--- src/hw/rtl/chm_pkg.sv ---
// package for the chained hash map: constants, op and status codes, state enum,
// word structs and the controller/datapath command and status structs
// no dependencies
`default_nettype none
package chm_pkg;

    localparam int BUCKETS_DEF = 64;
    localparam int NODES_DEF   = 256;
    localparam int KEY_W       = 31;
    localparam int VAL_W       = 32;

    typedef enum logic [1:0] {
        OP_GET   = 2'd0,
        OP_PUT   = 2'd1,
        OP_ERASE = 2'd2,
        OP_NONE  = 2'd3
    } op_t;

    typedef enum logic [1:0] {
        ST_OK       = 2'd0,
        ST_NOTFOUND = 2'd1,
        ST_FULL     = 2'd2
    } status_t;

    typedef struct packed {
        logic [1:0]       op;
        logic [KEY_W-1:0] key;
        logic [VAL_W-1:0] value;
    } in_word_t;

    typedef struct packed {
        logic [1:0]       status;
        logic [VAL_W-1:0] found_value;
    } out_word_t;

    typedef enum logic [3:0] {
        S_INIT,
        S_IDLE,
        S_HEAD,
        S_HEAD_WAIT,
        S_NODE,
        S_NODE_WAIT,
        S_CHECK,
        S_PUT_POP,
        S_PUT_WAIT,
        S_PUT_WRITE,
        S_DONE
    } state_t;

    // controller to datapath
    typedef struct packed {
        logic init_step;    // write free stack entry at the init counter
        logic latch_in;     // capture the input word
        logic rd_head;      // read bucket head of the latched key
        logic take_head;    // cursor <= head read data
        logic rd_node;      // read node at the cursor
        logic advance;      // prev <= cursor, cursor <= link, count step
        logic rd_free;      // read free stack at top-1
        logic put_write;    // write node, head, pop the free stack
        logic erase_write;  // unlink cursor node, push it on the free stack
        logic set_found;    // result ok with the node value
        logic set_ok;       // result ok, zero value
        logic set_miss;     // result not found
        logic set_full;     // result pool full
        logic emit;         // strobe the result word
    } ctl_t;

    // datapath to controller
    typedef struct packed {
        logic init_last;
        logic cur_ok;       // cursor valid and step bound not reached
        logic key_match;    // node key equals latched key
        logic pool_empty;
        logic [1:0] op;
    } dp_stat_t;

endpackage
`default_nettype wire

--- src/hw/rtl/chm_ctrl.sv ---
// controller state machine for the chained hash map
// depends on chm_pkg
`default_nettype none
module chm_ctrl (
    input  wire logic             clk,
    input  wire logic             rst_n,
    input  wire logic             start,
    input  wire chm_pkg::dp_stat_t stat,
    output chm_pkg::ctl_t          ctl,
    output logic                   busy
);
    chm_pkg::state_t state_reg, state_next;

    always_ff @(posedge clk or negedge rst_n)
    begin
        if (!rst_n)
        begin
            state_reg <= chm_pkg::S_INIT;
        end
        else
        begin
            state_reg <= state_next;
        end
    end

    always_comb
    begin
        state_next = state_reg;
        ctl        = '0;
        busy       = 1'b1;
        unique case (state_reg)
            chm_pkg::S_INIT:
            begin
                ctl.init_step = 1'b1;
                if (stat.init_last)
                begin
                    state_next = chm_pkg::S_IDLE;
                end
            end
            chm_pkg::S_IDLE:
            begin
                busy = 1'b0;
                if (start)
                begin
                    ctl.latch_in = 1'b1;
                    state_next   = chm_pkg::S_HEAD;
                end
            end
            chm_pkg::S_HEAD:
            begin
                if (stat.op == chm_pkg::OP_PUT)
                begin
                    if (stat.pool_empty)
                    begin
                        ctl.set_full = 1'b1;
                        state_next   = chm_pkg::S_DONE;
                    end
                    else
                    begin
                        ctl.rd_free = 1'b1;
                        ctl.rd_head = 1'b1;
                        state_next  = chm_pkg::S_PUT_WAIT;
                    end
                end
                else if (stat.op == chm_pkg::OP_GET || stat.op == chm_pkg::OP_ERASE)
                begin
                    ctl.rd_head = 1'b1;
                    state_next  = chm_pkg::S_HEAD_WAIT;
                end
                else
                begin
                    ctl.set_miss = 1'b1;
                    state_next   = chm_pkg::S_DONE;
                end
            end
            chm_pkg::S_HEAD_WAIT:
            begin
                ctl.take_head = 1'b1;
                state_next    = chm_pkg::S_NODE;
            end
            chm_pkg::S_NODE:
            begin
                if (stat.cur_ok)
                begin
                    ctl.rd_node = 1'b1;
                    state_next  = chm_pkg::S_NODE_WAIT;
                end
                else
                begin
                    ctl.set_miss = 1'b1;
                    state_next   = chm_pkg::S_DONE;
                end
            end
            chm_pkg::S_NODE_WAIT:
            begin
                state_next = chm_pkg::S_CHECK;
            end
            chm_pkg::S_CHECK:
            begin
                if (stat.key_match)
                begin
                    if (stat.op == chm_pkg::OP_GET)
                    begin
                        ctl.set_found = 1'b1;
                    end
                    else
                    begin
                        ctl.erase_write = 1'b1;
                        ctl.set_ok      = 1'b1;
                    end
                    state_next = chm_pkg::S_DONE;
                end
                else
                begin
                    ctl.advance = 1'b1;
                    state_next  = chm_pkg::S_NODE;
                end
            end
            chm_pkg::S_PUT_POP:
            begin
                state_next = chm_pkg::S_PUT_WAIT;
            end
            chm_pkg::S_PUT_WAIT:
            begin
                state_next = chm_pkg::S_PUT_WRITE;
            end
            chm_pkg::S_PUT_WRITE:
            begin
                ctl.put_write = 1'b1;
                ctl.set_ok    = 1'b1;
                state_next    = chm_pkg::S_DONE;
            end
            chm_pkg::S_DONE:
            begin
                ctl.emit   = 1'b1;
                state_next = chm_pkg::S_IDLE;
            end
            default:
            begin
                state_next = chm_pkg::S_IDLE;
            end
        endcase
    end
endmodule
`default_nettype wire

--- config.mk ---
export PLATFORM = sky130hd
export DESIGN_NAME = chm_ctrl
export DESIGN_NICKNAME = d
export VERILOG_FILES = /design/src/hw/rtl/chm_pkg.sv /design/src/hw/rtl/chm_ctrl.sv
export SDC_FILE = /design/constraint.sdc
export NUM_CORES = 1
export LEC_CHECK = 0
export ABC_AREA = 1
export ABC_CLOCK_PERIOD_IN_PS = 1500
export BUFFER_PORTS_ARGS = -buffer_cell sky130_fd_sc_hd__clkbuf_2
export CAP_MARGIN = 10
export CORE_AREA = 2 2 39 41
export CTS_CLUSTER_DIAMETER = 200
export DETAILED_ROUTE_END_ITERATION = 8
export DIE_AREA = 0 0 41 43
export GPL_TIMING_DRIVEN = 1
export SLEW_MARGIN = 10
export SYNTH_ARGS = -nofsm -noshare
export SYNTH_HDL_FRONTEND = slang
export SYNTH_SLANG_ARGS = --single-unit
export TNS_END_PERCENT = 5
--- constraint.sdc ---
create_clock -name clk -period 1.5 [get_ports clk]
set_clock_uncertainty 0.05 [all_clocks]
set_input_delay 0.225 -clock clk [delete_from_list [all_inputs] [get_ports clk]]
set_output_delay 0.225 -clock clk [all_outputs]
set_load 0.02 [all_outputs]
==> results.txt <==
The flow ran to the end, but the final reports show violations. The final reports fail on setup timing. After layout, the design draws a total of 1.21 mW.

Of all cell types, the one taking the most synthesized area is dfrtp_1. In this run the count of I/O pins placed on the die edge is 24. At the worst endpoint, the required time is 1.22 ns.

The gate count of the mapped netlist was 74. Iteration-0 DRC count of the detailed router: 10. The first global-routing pass estimated 1890 um of wire. The count of flip-flops with a built-in enable after synthesis came out at 0. In this run the cell area of the synthesized design comes to 415 um2. The tools report the level count of the clock H-tree as 1.

Among all cell types in the netlist, the one instantiated most often is nor2_1. The congestion estimate from routability-driven global placement came to 0.791. The share of Yosys cell area claimed by the top area cell type is 0.241. The area overhead of the layout relative to synthesis was 69.9%; the number of buffers between clock root and the deepest sink was 2. The average wire length per cell after detail routing came out at 10.1 um. Main flop type after synthesis: dfrtp_1.

After synthesis the netlist holds a flip-flop and latch count of 4. The total routing resource utilization after global routing was 0.156. The repair_antennas step left the layout with diodes totalling 0. For the maximum number of pins on one net before global-route repair, the log shows 8. For this design the static power due to leakage is 0.420 nW. Counting distinct cell types in the post-synthesis netlist gives 14. Counting the buffers created by CTS gives 3. Wires add up to 1230 um.

The initial antenna violation count is 0. The async set-reset flop share out of synthesis is 1.00, and the Yosys warning count is 0. For this design the ratio of total power to cell area is 1710 nW/um2. With fillers left out, the area of the finished cells amounts to 706 um2.

The tools report the area enclosed by the die boundary as 1760 um2. Prior to clock tree synthesis, the placed netlist has a worst setup slack of 0.0298 ns. The category of the worst setup path launch point was a register. Fraction of final layout cells with drive strength greater than 1: 0.486.

Summing over every cut layer, the via total after detailed routing is 563. For the max-slew headroom at the worst pin, the log shows 0.866. STA classifies the critical path endpoint as a primary output. In this run the remaining antenna-violating nets after routing total 0.

For the pin with the worst max-slew slack, the measured transition is 0.199 ns. Data on the critical path arrives at its endpoint at 1.34 ns. The post-route core utilization is 0.510.

TritonCTS built the clock tree. The count of input and output buffers is 23, and the number of vias per cell is 4.65. After synthesis, the most frequently instantiated cells are nor2_1, inv_1, nand2_1, nand3_1, dfrtp_1. The number of failing hold endpoints at the final stage was 0; the synthesized area per cell was 5.61 um2. The register with the most flip-flops in the layout has 4 of them. The number of global-route vias before repair came out at 474. The die outline width was 41 um; the fmax was 620 MHz.

The final number of max-transition violations was 0; the worst voltage drop across the vdd grid was 0.868 mV. Setup violations remaining at the end of the flow were counted as 13. The critical path in this run is classified as register to primary output.

In this run the most critical hold path is launched from stat[5]. Number of nets at the end of the flow: 116. The critical path starts at state_reg[3]. The root cell of the clock tree was clkbuf_4. The run gives 4 as the detailed-router iteration count before antenna repair. In this run the critical register-to-register path is launched from state_reg[0].

The run gives 0.241 as the portion of the post-synthesis area used by sequential elements. Clock-pin slew was measured on the worst setup and hold paths at 0.04 ns. The count of unresolved DRC violations after routing is 0, and the initial standard-cell utilization of the core is 0.300. The worst setup margin is -0.113 ns, and the total global routing overflow is 0. The sum of negative setup slack is -0.782 ns, and the placed cell area is 551 um2.

The die extent in y is 43 um, and the area of the placeable core is 1380 um2. The detailed placement HPWL is 881 um, and the insertion delay to the later sink of the worst-skew pair is 0.24 ns. The synthesized net count was 83; the maximum fanout encountered on the critical timing path was 5. The routed design could run at a clock period as short as 1.61 ns. Setup repair after global routing could not meet its margin everywhere.

Yosys attributes the largest share of cell area to dfrtp_1, nor2_1, inv_1. The clock net sink count was 4. The number of max-capacitance violations reported came out at 0.

The min-delay analysis places its worst path in the category input port to register. The share of the cycle needed by the critical path after routing came out at 1.08. The tools report the count of standard-cell rows as 14.
## kinds of logic after synthesis
kind of cell           share of synthesized area
flip-flops                                 0.241
AND/OR/NAND/NOR                            0.554
AO/OA/AOI/OAI                             0.0602
buffers and inverters                      0.145
## stage by stage
step,hold WS [ns],instances
after floorplan,-0.121,74
after global placement,-0.0142,113
after detailed placement,-0.0131,113
after CTS,0.177,121
after global routing,0.185,121
final,0.179,121
## routing by layer
| layer | global-route usage | part of all wire | up-vias |
|---|---|---|---|
| li1 | - | - | 293 |
| met1 | 0.202 | 0.46 | 258 |
| met2 | 0.244 | 0.50 | 12 |
| met3 | 0.0628 | 0.044 | 0 |
| met4 | 0.0200 | 0 | 0 |
| met5 | 0 | 0 | - |
## cell usage in the layout, fill, tap and decap left out, types with 2 or more instances in the layout
master,Yosys,final
nand2_2,2,2
clkbuf_8,0,3
nor2_2,2,4
dfrtp_1,4,2
o21ai_0,3,2
nand2_4,0,2
clkbuf_2,0,14
clkbuf_4,0,5
nand2_1,12,10
nor2_4,1,3
a21oi_1,2,2
dfrtp_2,0,2
nor2_1,18,14
inv_1,16,12
nand3_1,9,8
buf_4,0,8
inv_2,0,4
## final timing paths
check | endpoint | slack (ns) | cells after the start
setup / recovery | ctl[3] | -0.11 | 6
setup reg to reg | state_reg[2] | 0.33 | 6
hold reg to reg | state_reg[1] | 0.62 | 3
min in group asynchronous | state_reg[0] | 0.27 | 2
hold / removal | state_reg[0] | 0.18 | 3
max in group asynchronous | state_reg[2] | 0.98 | 2
## report_power, final
group	switching [mW]	total [mW]	internal [mW]
registers	0.0758	0.237	0.162
clock network	0.0477	0.137	0.0897
logic	0.516	0.832	0.316
total	0.639	1.21	0.567
## timing repair
action / 4_1_cts / 5_1_grt
setup endpoints to repair: 13 / 15
pin swaps: 2 / 1
endpoints found under the hold margin: 4 / 0
setup buffers: 4 / 0
gates cloned: 0 / 0
resized for setup: 26 / 9
hold buffers: 1 / 0
## worst max-delay path, cell delays in order (launching register included)
cell and delay [ns]:
dfrtp_1 0.42, inv_2 0.11, nand2_2 0.07, nor2_4 0.14
nand2_4 0.08, o21ai_2 0.13, clkbuf_8 0.16
## layout make-up
cell class / instances / area [um2]
well taps: 16 / 20.0
multi-input cells: 54 / 304
clock buffers: 3 / 22.5
repair buffers: 28 / 196
fillers: 142 / 678
inverters: 16 / 60.1
flip-flops and latches: 4 / 103
No activity file was read; power rests on OpenSTA's default activity.
